File: config.mk
export PLATFORM = sky130hd
export DESIGN_NAME = circle_coverage_lattice_count
export DESIGN_NICKNAME = d
export VERILOG_FILES = /design/src/hdl/ccl_pkg.sv /design/src/hdl/circle_coverage_lattice_count.sv /design/src/hdl/ccl_scan.sv /design/src/hdl/ccl_test.sv /design/src/hdl/ccl_accum.sv
export SDC_FILE = /design/constraint.sdc
export NUM_CORES = 2
export LEC_CHECK = 0
export ABC_AREA = 1
export BUFFER_PORTS_ARGS = -buffer_cell sky130_fd_sc_hd__buf_2
export CORE_UTILIZATION = 45
export CTS_CLUSTER_SIZE = 25
export DETAILED_ROUTE_END_ITERATION = 8
export GPL_ROUTABILITY_DRIVEN = 0
export REMOVE_ABC_BUFFERS = 1
export SLEW_MARGIN = 30
export SYNTH_ARGS = -nofsm -noshare
export SYNTH_HDL_FRONTEND = slang
export SYNTH_SLANG_ARGS = --single-unit
File: constraint.sdc
create_clock -name clk -period 5.5 [get_ports clk]
set_clock_uncertainty 0.2 [all_clocks]
set_input_delay 0.825 -clock clk [delete_from_list [all_inputs] [get_ports clk]]
set_output_delay 0.825 -clock clk [all_outputs]
set_load 0.005 [all_outputs]
File: src/hdl/ccl_pkg.sv
// ----------------------------------------------------------------------------
// ccl_pkg
// Shared widths and item types for the circle coverage lattice counter.
// ----------------------------------------------------------------------------
package ccl_pkg;

	localparam int COORD_W = 10;
	localparam int RAD_W   = 8;
	localparam int CNT_W   = 20;

	localparam int OFS_W = RAD_W + 1;      // signed offset inside a bounding square
	localparam int PT_W  = COORD_W + 1;    // lattice point coordinate
	localparam int D_W   = COORD_W + 2;    // point minus center
	localparam int SQ_W  = 2 * D_W;        // squared distance along one axis
	localparam int SUM_W = SQ_W + 1;       // dx^2 + dy^2
	localparam int RR_W  = 2 * RAD_W;      // squared radius

	localparam int NCIRC = 3;

	localparam logic [1:0] CIRC_A = 2'd0;
	localparam logic [1:0] CIRC_B = 2'd1;
	localparam logic [1:0] CIRC_C = 2'd2;

	localparam logic [CNT_W-1:0] COUNT_LIMIT = {CNT_W{1'b1}};

	typedef struct packed {
		logic [COORD_W-1:0] center_a_x;
		logic [COORD_W-1:0] center_a_y;
		logic [RAD_W-1:0]   radius_a;
		logic [COORD_W-1:0] center_b_x;
		logic [COORD_W-1:0] center_b_y;
		logic [RAD_W-1:0]   radius_b;
		logic [COORD_W-1:0] center_c_x;
		logic [COORD_W-1:0] center_c_y;
		logic [RAD_W-1:0]   radius_c;
	} in_item_t;

	typedef struct packed {
		logic [CNT_W-1:0] covered_once;
		logic [CNT_W-1:0] covered_twice;
		logic [CNT_W-1:0] covered_thrice;
	} out_item_t;

	typedef struct packed {
		logic [COORD_W-1:0] cx;
		logic [COORD_W-1:0] cy;
		logic [RAD_W-1:0]   r;
	} circle_t;

	typedef circle_t [NCIRC-1:0] circle_set_t;

	typedef struct packed {
		logic            valid;
		logic            last;
		logic [1:0]      circ;
		logic [PT_W-1:0] px;
		logic [PT_W-1:0] py;
	} point_t;

	typedef struct packed {
		logic             valid;
		logic             last;
		logic [1:0]       circ;
		logic [NCIRC-1:0] covered;
	} hit_t;

endpackage

File: src/hdl/circle_coverage_lattice_count.sv
// ----------------------------------------------------------------------------
// circle_coverage_lattice_count
// Counts lattice points covered by exactly one, two and three circles.
// ----------------------------------------------------------------------------
// Input channel circles (valid/stall): three circles per item, each a signed
// center and an unsigned radius. Output channel counts (valid/stall): one
// result item per input item with the three coverage counts, saturating.
// Each circle's bounding square is scanned one lattice point per cycle; a
// point is counted only in the lowest-numbered circle that contains it.
// Each item's points pass through the single point test unit, circle by
// circle; the next item can be accepted once the counts move into the
// output register. Items are worked one at a time:
// circles_stall is high from acceptance until the counts move into the
// output register, so a new item may be accepted while a result waits.
// A stalled result holds in the output register; a further finished item
// waits in the counters until the register frees. Reset clears all control
// state and drops both valids.
// ----------------------------------------------------------------------------
module circle_coverage_lattice_count (
	input  logic               clk,
	input  logic               arst_n,
	input  logic               circles_valid,
	output logic               circles_stall,
	input  ccl_pkg::in_item_t  circles,
	output logic               counts_valid,
	input  logic               counts_stall,
	output ccl_pkg::out_item_t counts
);

	logic                 pend_q;
	logic                 start;
	logic                 release_item;
	ccl_pkg::circle_set_t circ_set;
	ccl_pkg::point_t      pt_s1;
	ccl_pkg::hit_t        hit_s4;

	assign circles_stall = pend_q;
	assign start         = circles_valid && !pend_q;

	always_ff @(posedge clk or negedge arst_n) begin
		if (!arst_n) begin
			pend_q <= 1'b0;
		end else if (start) begin
			pend_q <= 1'b1;
		end else if (release_item) begin
			pend_q <= 1'b0;
		end
	end

	ccl_scan u_scan (
		.clk     (clk),
		.arst_n  (arst_n),
		.start   (start),
		.item    (circles),
		.circles (circ_set),
		.pt_s1   (pt_s1)
	);

	ccl_test u_test (
		.clk     (clk),
		.arst_n  (arst_n),
		.circles (circ_set),
		.pt_s1   (pt_s1),
		.hit_s4  (hit_s4)
	);

	ccl_accum u_accum (
		.clk          (clk),
		.arst_n       (arst_n),
		.hit_s4       (hit_s4),
		.counts_stall (counts_stall),
		.counts_valid (counts_valid),
		.counts       (counts),
		.release_item (release_item)
	);

endmodule

File: src/hdl/ccl_scan.sv
// ----------------------------------------------------------------------------
// ccl_scan
// Holds the circles of one item and walks each circle's bounding square,
// one lattice point per cycle.
// ----------------------------------------------------------------------------
module ccl_scan (
	input  logic                clk,
	input  logic                arst_n,
	input  logic                start,
	input  ccl_pkg::in_item_t   item,
	output ccl_pkg::circle_set_t circles,
	output ccl_pkg::point_t     pt_s1
);

	ccl_pkg::circle_set_t store_q;
	logic                 busy_q;
	logic [1:0]           circ_q;
	logic signed [ccl_pkg::OFS_W-1:0] ox_q, oy_q;

	logic signed [ccl_pkg::OFS_W-1:0] cur_r, nxt_r, start_r;
	logic [ccl_pkg::RAD_W-1:0]        nxt_rad;
	logic                             col_end, row_end, last_pt;
	logic signed [ccl_pkg::PT_W-1:0]  px, py;

	assign circles = store_q;
	assign cur_r   = $signed({1'b0, store_q[circ_q].r});
	assign nxt_rad = (circ_q == ccl_pkg::CIRC_A) ? store_q[ccl_pkg::CIRC_B].r
	                                             : store_q[ccl_pkg::CIRC_C].r;
	assign nxt_r   = $signed({1'b0, nxt_rad});
	assign start_r = $signed({1'b0, item.radius_a});
	assign col_end = (oy_q == cur_r);
	assign row_end = (ox_q == cur_r);
	assign last_pt = col_end && row_end && (circ_q == ccl_pkg::CIRC_C);

	assign px = ccl_pkg::PT_W'($signed(store_q[circ_q].cx)) + ccl_pkg::PT_W'(ox_q);
	assign py = ccl_pkg::PT_W'($signed(store_q[circ_q].cy)) + ccl_pkg::PT_W'(oy_q);

	always_ff @(posedge clk) begin
		if (start) begin
			store_q[ccl_pkg::CIRC_A] <= {item.center_a_x, item.center_a_y, item.radius_a};
			store_q[ccl_pkg::CIRC_B] <= {item.center_b_x, item.center_b_y, item.radius_b};
			store_q[ccl_pkg::CIRC_C] <= {item.center_c_x, item.center_c_y, item.radius_c};
		end
	end

	always_ff @(posedge clk or negedge arst_n) begin
		if (!arst_n) begin
			busy_q <= 1'b0;
			circ_q <= ccl_pkg::CIRC_A;
			ox_q   <= '0;
			oy_q   <= '0;
			pt_s1  <= '0;
		end else begin
			pt_s1.valid <= busy_q;
			pt_s1.last  <= last_pt;
			pt_s1.circ  <= circ_q;
			pt_s1.px    <= px;
			pt_s1.py    <= py;
			if (start) begin
				busy_q <= 1'b1;
				circ_q <= ccl_pkg::CIRC_A;
				ox_q   <= -start_r;
				oy_q   <= -start_r;
			end else if (busy_q) begin
				if (!col_end) begin
					oy_q <= oy_q + 1'b1;
				end else if (!row_end) begin
					ox_q <= ox_q + 1'b1;
					oy_q <= -cur_r;
				end else if (circ_q == ccl_pkg::CIRC_C) begin
					busy_q <= 1'b0;
				end else begin
					circ_q <= circ_q + 1'b1;
					ox_q   <= -nxt_r;
					oy_q   <= -nxt_r;
				end
			end
		end
	end

endmodule

File: src/hdl/ccl_test.sv
// ----------------------------------------------------------------------------
// ccl_test
// Three-stage point test: offsets, squares, sum and compare against r^2
// for all three circles.
// ----------------------------------------------------------------------------
module ccl_test (
	input  logic                 clk,
	input  logic                 arst_n,
	input  ccl_pkg::circle_set_t circles,
	input  ccl_pkg::point_t      pt_s1,
	output ccl_pkg::hit_t        hit_s4
);

	logic       vld_s2, vld_s3;
	logic       last_s2, last_s3;
	logic [1:0] circ_s2, circ_s3;

	logic signed [ccl_pkg::D_W-1:0]  dx_s2 [ccl_pkg::NCIRC];
	logic signed [ccl_pkg::D_W-1:0]  dy_s2 [ccl_pkg::NCIRC];
	logic [ccl_pkg::RR_W-1:0]        rr_s2 [ccl_pkg::NCIRC];
	logic [ccl_pkg::SQ_W-1:0]        dx2_s3 [ccl_pkg::NCIRC];
	logic [ccl_pkg::SQ_W-1:0]        dy2_s3 [ccl_pkg::NCIRC];
	logic [ccl_pkg::RR_W-1:0]        rr_s3 [ccl_pkg::NCIRC];
	logic [ccl_pkg::NCIRC-1:0]       covered;

	always_comb begin
		for (int j = 0; j < ccl_pkg::NCIRC; j++) begin
			covered[j] = (ccl_pkg::SUM_W'(dx2_s3[j]) + ccl_pkg::SUM_W'(dy2_s3[j]))
			             <= ccl_pkg::SUM_W'(rr_s3[j]);
		end
	end

	always_ff @(posedge clk) begin
		for (int j = 0; j < ccl_pkg::NCIRC; j++) begin
			dx_s2[j]  <= ccl_pkg::D_W'($signed(pt_s1.px))
			             - ccl_pkg::D_W'($signed(circles[j].cx));
			dy_s2[j]  <= ccl_pkg::D_W'($signed(pt_s1.py))
			             - ccl_pkg::D_W'($signed(circles[j].cy));
			rr_s2[j]  <= ccl_pkg::RR_W'(circles[j].r) * ccl_pkg::RR_W'(circles[j].r);
			dx2_s3[j] <= ccl_pkg::SQ_W'(dx_s2[j]) * ccl_pkg::SQ_W'(dx_s2[j]);
			dy2_s3[j] <= ccl_pkg::SQ_W'(dy_s2[j]) * ccl_pkg::SQ_W'(dy_s2[j]);
			rr_s3[j]  <= rr_s2[j];
		end
		last_s2 <= pt_s1.last;
		circ_s2 <= pt_s1.circ;
		last_s3 <= last_s2;
		circ_s3 <= circ_s2;
	end

	always_ff @(posedge clk or negedge arst_n) begin
		if (!arst_n) begin
			vld_s2 <= 1'b0;
			vld_s3 <= 1'b0;
			hit_s4 <= '0;
		end else begin
			vld_s2         <= pt_s1.valid;
			vld_s3         <= vld_s2;
			hit_s4.valid   <= vld_s3;
			hit_s4.last    <= last_s3;
			hit_s4.circ    <= circ_s3;
			hit_s4.covered <= covered;
		end
	end

endmodule

File: src/hdl/ccl_accum.sv
// ----------------------------------------------------------------------------
// ccl_accum
// Counts each point once, in the lowest circle that holds it, and hands the
// finished counts to the output register.
// ----------------------------------------------------------------------------
module ccl_accum (
	input  logic               clk,
	input  logic               arst_n,
	input  ccl_pkg::hit_t      hit_s4,
	input  logic               counts_stall,
	output logic               counts_valid,
	output ccl_pkg::out_item_t counts,
	output logic               release_item
);

	logic [ccl_pkg::CNT_W-1:0] once_q, twice_q, thrice_q;
	logic                      done_q, out_vld_q;
	ccl_pkg::out_item_t        out_q;
	logic                      take;
	logic [1:0]                n_in;

	assign n_in = 2'($countones(hit_s4.covered));

	always_comb begin
		case (hit_s4.circ)
			ccl_pkg::CIRC_A: take = hit_s4.covered[0];
			ccl_pkg::CIRC_B: take = hit_s4.covered[1] && !hit_s4.covered[0];
			ccl_pkg::CIRC_C: take = hit_s4.covered[2] && !hit_s4.covered[0]
			                        && !hit_s4.covered[1];
			default:         take = 1'b0;
		endcase
	end

	assign release_item = done_q && (!out_vld_q || !counts_stall);
	assign counts_valid = out_vld_q;
	assign counts       = out_q;

	always_ff @(posedge clk) begin
		if (release_item) begin
			out_q <= '{covered_once: once_q, covered_twice: twice_q,
			           covered_thrice: thrice_q};
		end
	end

	always_ff @(posedge clk or negedge arst_n) begin
		if (!arst_n) begin
			once_q    <= '0;
			twice_q   <= '0;
			thrice_q  <= '0;
			done_q    <= 1'b0;
			out_vld_q <= 1'b0;
		end else begin
			if (hit_s4.valid) begin
				if (take) begin
					case (n_in)
						2'd1: if (once_q != ccl_pkg::COUNT_LIMIT) once_q <= once_q + 1'b1;
						2'd2: if (twice_q != ccl_pkg::COUNT_LIMIT) twice_q <= twice_q + 1'b1;
						2'd3: if (thrice_q != ccl_pkg::COUNT_LIMIT) thrice_q <= thrice_q + 1'b1;
						default: ;
					endcase
				end
				if (hit_s4.last) begin
					done_q <= 1'b1;
				end
			end
			if (release_item) begin
				out_vld_q <= 1'b1;
				once_q    <= '0;
				twice_q   <= '0;
				thrice_q  <= '0;
				done_q    <= 1'b0;
			end else if (out_vld_q && !counts_stall) begin
				out_vld_q <= 1'b0;
			end
		end
	end

endmodule

== Word-level counts from Yosys, hierarchy flattened ==
Memory sizes are Yosys's and may differ from the RTL's.
Cells that the tools add are included.

* Input port bits: 88
* Bits in registers: 269
* Memory bits (writable): 312
* Memories: 6
* Bits in read-only memories: 0
* Bits in latches: 0

* Add/subtract/negate cells: 22
* Div/mod/pow operators: 0
* Equal/unequal tests: 14
* Magnitude comparators: 4
* Bitwise logic cells: 0
* Shift-type cells: 0
* Multiplexer cells: 45
* Reduce and logical (&&, ||, !) cells: 37
* Multipliers: 9

{| class="wikitable"
|+ Memories
! name !! depth !! width !! read ports !! clocked after Yosys merged registers in !! write ports !! RTL line !! text
|-
| u_test.dx2_s3 || 3 || 24 || 3 || 0 || 3 || ccl_test.sv:21 || <nowiki>logic [ccl_pkg::SQ_W-1:0] dx2_s3 [ccl_pkg::NCIRC];</nowiki>
|-
| u_test.dy2_s3 || 3 || 24 || 3 || 0 || 3 || ccl_test.sv:22 || <nowiki>logic [ccl_pkg::SQ_W-1:0] dy2_s3 [ccl_pkg::NCIRC];</nowiki>
|-
| u_test.rr_s2 || 3 || 16 || 3 || 0 || 3 || ccl_test.sv:20 || <nowiki>logic [ccl_pkg::RR_W-1:0] rr_s2 [ccl_pkg::NCIRC];</nowiki>
|-
| u_test.rr_s3 || 3 || 16 || 3 || 0 || 3 || ccl_test.sv:23 || <nowiki>logic [ccl_pkg::RR_W-1:0] rr_s3 [ccl_pkg::NCIRC];</nowiki>
|-
| u_test.dx_s2 || 3 || 12 || 3 || 0 || 3 || ccl_test.sv:18 || <nowiki>logic signed [ccl_pkg::D_W-1:0] dx_s2 [ccl_pkg::NCIRC];</nowiki>
|-
| u_test.dy_s2 || 3 || 12 || 3 || 0 || 3 || ccl_test.sv:19 || <nowiki>logic signed [ccl_pkg::D_W-1:0] dy_s2 [ccl_pkg::NCIRC];</nowiki>
|}

{| class="wikitable"
|+ Operators by type and width
! cell !! count
|-
| $mux W20 || 15
|-
| $mul A12 B12 Y24 || 6
|-
| $mux W9 || 9
|-
| $add A24 B24 Y25 || 3
|-
| $le A25 B16 Y1 || 3
|-
| $sub A11 B10 Y12 || 6
|-
| $add A20 B1 Y20 const B || 3
|-
| $ne A20 B20 Y1 const B || 3
|-
| $bmux W28 S2 || 1
|-
| $mul A8 B8 Y16 || 3
|-
| $mux W28 || 1
|-
| $reduce_bool A2 Y1 || 14
|-
| $neg A8 Y9 || 3
|-
| $add A10 B9 Y11 || 2
|-
| $add A9 B1 Y9 const B || 2
|-
| $eq A9 B9 Y1 || 2
|-
| $reduce_and A4 Y1 || 4
|-
| $mux W1 || 12
|-
| $mux W2 || 5
|-
| $eq A2 B2 Y1 const B || 4
|-
| $logic_and A1 B1 Y1 || 8
|-
| $mux W8 || 1
|-
| $logic_not A1 Y1 || 5
|-
| $eq A2 B1 Y1 const B || 2
|-
| other kinds (12) || 14
|}

== Depth between registers and ports, before layout ==
* Depth after elaboration: 8
* Depth in mapped cells: 24

== Modules after synthesis ==
Synthesis repeated with hierarchy kept, for this count alone.

* Cells, all modules: 7549
* Area total of the unflattened synthesis: 62748.9 sq um

{| class="wikitable"
|+ Modules (own cells, without submodules)
! module !! cells an instance !! times used !! area an instance (sq um) !! sequential area each (sq um)
|-
| ccl_test || 6124 || 1 || 49869.1 || 6351.1
|-
| ccl_scan || 758 || 1 || 6880.3 || 3698.5
|-
| ccl_accum || 660 || 1 || 5947.0 || 3353.2
|-
| circle_coverage_lattice_count || 7 || 1 || 52.6 || 25.0
|}

== Least setup slack after synthesis ==
OpenSTA, ideal clock, no wires.

* Kind: register -> register
* Start point: memory u_test.dy_s2[0][11] (netlist bit)
* End point: memory u_test.dy2_s3[0][23] (netlist bit)
* Arrival: 4.942 ns
* Cell stages (with the launch flop): 17
* Data required time: 5.227 ns
* Setup time: 0.073 ns
* Path slack: 0.285 ns
* Cells stage by stage: dfxtp_1 > clkbuf_1 > nand2_1 > fa_1 > inv_1 > fa_1 > inv_1 > fa_1 > inv_1 > fa_1 > fa_1 > ha_1 > inv_1 > nor3_1 > nand2_1 > o311ai_0 > xnor2_1

{| class="wikitable"
|+ RTL lines
! what !! RTL line
|-
| start, declared || ccl_test.sv:19
|-
| end, declared || ccl_test.sv:22
|}

==> impl_metrics.env <==
export IMPL_layout_common_cells="inv_1, nand2_1, fa_1"
export IMPL_crit_required_ns=5.88
export IMPL_relSlewSlack=0.360
export IMPL_synth_simple_area_share=0.131
export IMPL_wl_met1_um=61600
export IMPL_ys_types=53
export IMPL_ys_ff_latch=569
export IMPL_drtPass1Iterations=6
export IMPL_crit_chain="buf_6, nand2_1, fa_1, inv_1, fa_2, inv_1, fa_1, fa_1, fa_1, inv_1, ha_1, inv_1, nor3_2, nand4_1, o221ai_2, xor2_1"
export IMPL_io_pins=150
export IMPL_die_h_um=369
export IMPL_clk_path_buf_depth=3
export IMPL_timing_rr_start="u_test.dx_s2[0][35]"
export IMPL_fmax_ghz=0.190
export IMPL_startpoint="u_test.dx_s2[0][35]"
export IMPL_reg2regPathDepth=16
export IMPL_final_area_sq_um=66700
export IMPL_synth_compound_area_share=0.0704
export IMPL_dr_wl_met2_um=71000
export IMPL_cp_start_kind="register"
export IMPL_avgSynthCellArea_sq_um=8.60
export IMPL_area_growth_pct=10.2
export IMPL_setup_violations=0
export IMPL_fin_tns_setup_ns=0
export IMPL_route_detailed_drc=0
export IMPL_grt_util_all_layers=0.217
export IMPL_endpoint_kind="register"
export IMPL_placed_cells=8952
export IMPL_grt_ovfl_total=0
export IMPL_syn_inst=7041
export IMPL_power_switching_w=0.00207
export IMPL_finalCriticalPeriod_ns=5.27
export IMPL_p_clk_frac=0.545
export IMPL_die_w_um=369
export IMPL_postPlaceCellArea_sq_um=63900
export IMPL_dieArea_sq_um=136000
export IMPL_max_vdd_ir_drop_uv=183
export IMPL_drt_iter0_drc=2690
export IMPL_cts_inserted_buffers=73
export IMPL_seqCellArea_sq_um=13500
export IMPL_path_clk_slew_ns=0.06
export IMPL_routed_wl_um=142000
export IMPL_yosys_warnings=0
export IMPL_start_util=0.454
export IMPL_critPathBufInv=5
export IMPL_portBuffers=149
export IMPL_hp_start="u_test.rr_s2[0][31]"
export IMPL_status="completed"
export IMPL_numClockSinks=569
export IMPL_cp_slowest_cell="fa_2"
export IMPL_final_cells=9093
export IMPL_clk_latency_ns=0.67
export IMPL_grt_pass1_vias=46500
export IMPL_drive_gt1_frac=0.0668
export IMPL_synth_seq_area_share=0.222
export IMPL_cts_tree="done"
export IMPL_hold_path_end="u_test.rr_s3[0][31]"
export IMPL_final_hold_violation_count=0
export IMPL_synth_top_family_by_area="adder cells"
export IMPL_internal_power_w=0.00752
export IMPL_async_flop_share=0.209
export IMPL_nFillCells=12800
export IMPL_crit_arrival_ns=5.65
export IMPL_final_util=0.500
export IMPL_core_area_sq_um=133000
export IMPL_reg2reg_slack_ns=0.23
export IMPL_mostFrequentLayoutCell="inv_1"
export IMPL_nets=8810
export IMPL_grt_max_degree=73
export IMPL_grt_setup_unrepaired="true"
export IMPL_p_leak_nw=36.0
export IMPL_cp_max_fo=12
export IMPL_swShare=0.216
export IMPL_multi_input_area_sq_um=40000
export IMPL_post_drt_via_cell_ratio=4.91
export IMPL_synth_xor_area_frac=0.0534
export IMPL_htree_levels=3
export IMPL_finalCritPeriodShare=0.958
export IMPL_synth_edf_count=144
export IMPL_vias=44700
export IMPL_ant_nets=0
export IMPL_synthFlopType="dfxtp_1"
export IMPL_p_comb_frac=0.008
export IMPL_rr_endpoint="u_test.dx2_s3[0][71]"
export IMPL_drv_cap=0
export IMPL_rows=134
export IMPL_tightest_slew_ns=0.960
export IMPL_antenna_found_initial=11
export IMPL_power_frac_seq=0.448
export IMPL_routed_top_layer="met5"
export IMPL_worstSetupPathType="reg2reg"
export IMPL_wl_per_cell_um=15.7
export IMPL_wl_met3_um=6440
export IMPL_crit_family="adder cells"
export IMPL_clockRootBuffer="clkbuf_16"
export IMPL_cp_slowest_stage_delay_ns=0.61
export IMPL_dp_hpwl_um=121000
export IMPL_grt_pass1_wl_um=237000
export IMPL_netlist_area_sq_um=60600
export IMPL_worstHoldPathType="reg2reg"
export IMPL_synth_adder_area_share=0.405
export IMPL_power_density_nw_per_um2=144
export IMPL_hold_depth=0
export IMPL_maxSlewViolCount=0
export IMPL_synth_mux_area_fraction=0
cells in the mapped netlist (all sizes together), types with 47 or more instances:
cell / number / share of area
nand3: 178 / 0.015
dfrtp: 119 / 0.049
xnor2: 139 / 0.020
a21oi: 400 / 0.033
clkbuf: 112 / 0.0069
fa: 830 / 0.27
nor3: 71 / 0.0059
nor2: 364 / 0.023
ha: 631 / 0.13
xor2: 230 / 0.033
edfxtp: 144 / 0.071
o21ai: 258 / 0.021
dfxtp: 306 / 0.10
inv: 1777 / 0.11
nand4: 47 / 0.0049
nand2: 1226 / 0.076
cell families after synthesis:
kind of cell | after synthesis
AOI/OAI and AO/OA | 787
xor gates and xnor gates | 369
adders and majority gates | 1461
buffers and inverters | 1910
DFF | 569
other | 1
and+or+nand+nor | 1944
power by group through the flow:
stage / Clock [W] / Combinational [W] / Sequential [W]
floorplan: 0 / 0.00000623 / 0.00438
global placement: 0 / 0.0000740 / 0.00438
detailed placement: 0 / 0.0000745 / 0.00438
CTS: 0.00534 / 0.0000756 / 0.00429
global route: 0.00550 / 0.0000804 / 0.00429
finish: 0.00522 / 0.0000723 / 0.00429
flip-flops by register name (all words and copies together), names as in the netlist, 26 cells and up:
signal,count
u_test.dy2_s3,69
u_test.rr_s2,45
u_accum.counts,60
u_scan.pt_s1,26
u_test.rr_s3,45
u_scan.circles,84
u_test.dx2_s3,69
u_test.dx_s2,36
u_test.dy_s2,36
through the flow:
stage | total power, W | setup WS (ns) | hold WS (ns)
6_report | 0.00959 | 0.230 | 0.116
5_1_grt | 0.00988 | -0.0329 | 0.0884
4_1_cts | 0.00971 | 0.00234 | 0.0714
3_5_place_dp | 0.00446 | -0.0110 | 0.112
3_3_place_gp | 0.00445 | 0.0306 | 0.111
2_1_floorplan | 0.00439 | 0.308 | 0.110
worst max-delay path by stage:
stage / to / slack [ns] / cells past startpoint
after CTS: u_test.dx2_s3[0][71] / 0.002 / 16
after detailed placement: u_test.dx2_s3[0][47] / -0.01 / 17
final: u_test.dx2_s3[0][71] / 0.23 / 16
after global placement: u_test.dx2_s3[0][71] / 0.03 / 15
after floorplan: u_test.dy2_s3[0][45] / 0.31 / 18
after global routing: u_test.dy2_s3[0][45] / -0.03 / 20
area by class of cell:
class                   instances  area share
well taps                    1768      0.0331
clock buffers                  98      0.0314
inverters                    1781       0.100
flip-flops and latches        569       0.202
clock inverters                38     0.00817
multi-input cells            4563       0.600
repair buffers                273      0.0253
diodes                          3    0.000112
per-layer routing:
| layer | GRT usage | vias up |
|---|---|---|
| li1 | - | 21900 |
| met1 | 0.282 | 21700 |
| met2 | 0.380 | 888 |
| met3 | 0.0289 | 188 |
| met4 | 0.0532 | 8 |
| met5 | 0 | - |
what timing repair did:
item                       in CTS  in global routing
hold endpoints to repair       46                  0
hold buffers                    1                  0
setup buffers                   0                  1
setup endpoints to repair       2                 34
resized for setup               2                 68
pin swaps                       0                  1
Note: power is estimated with default switching activity, not from simulation.
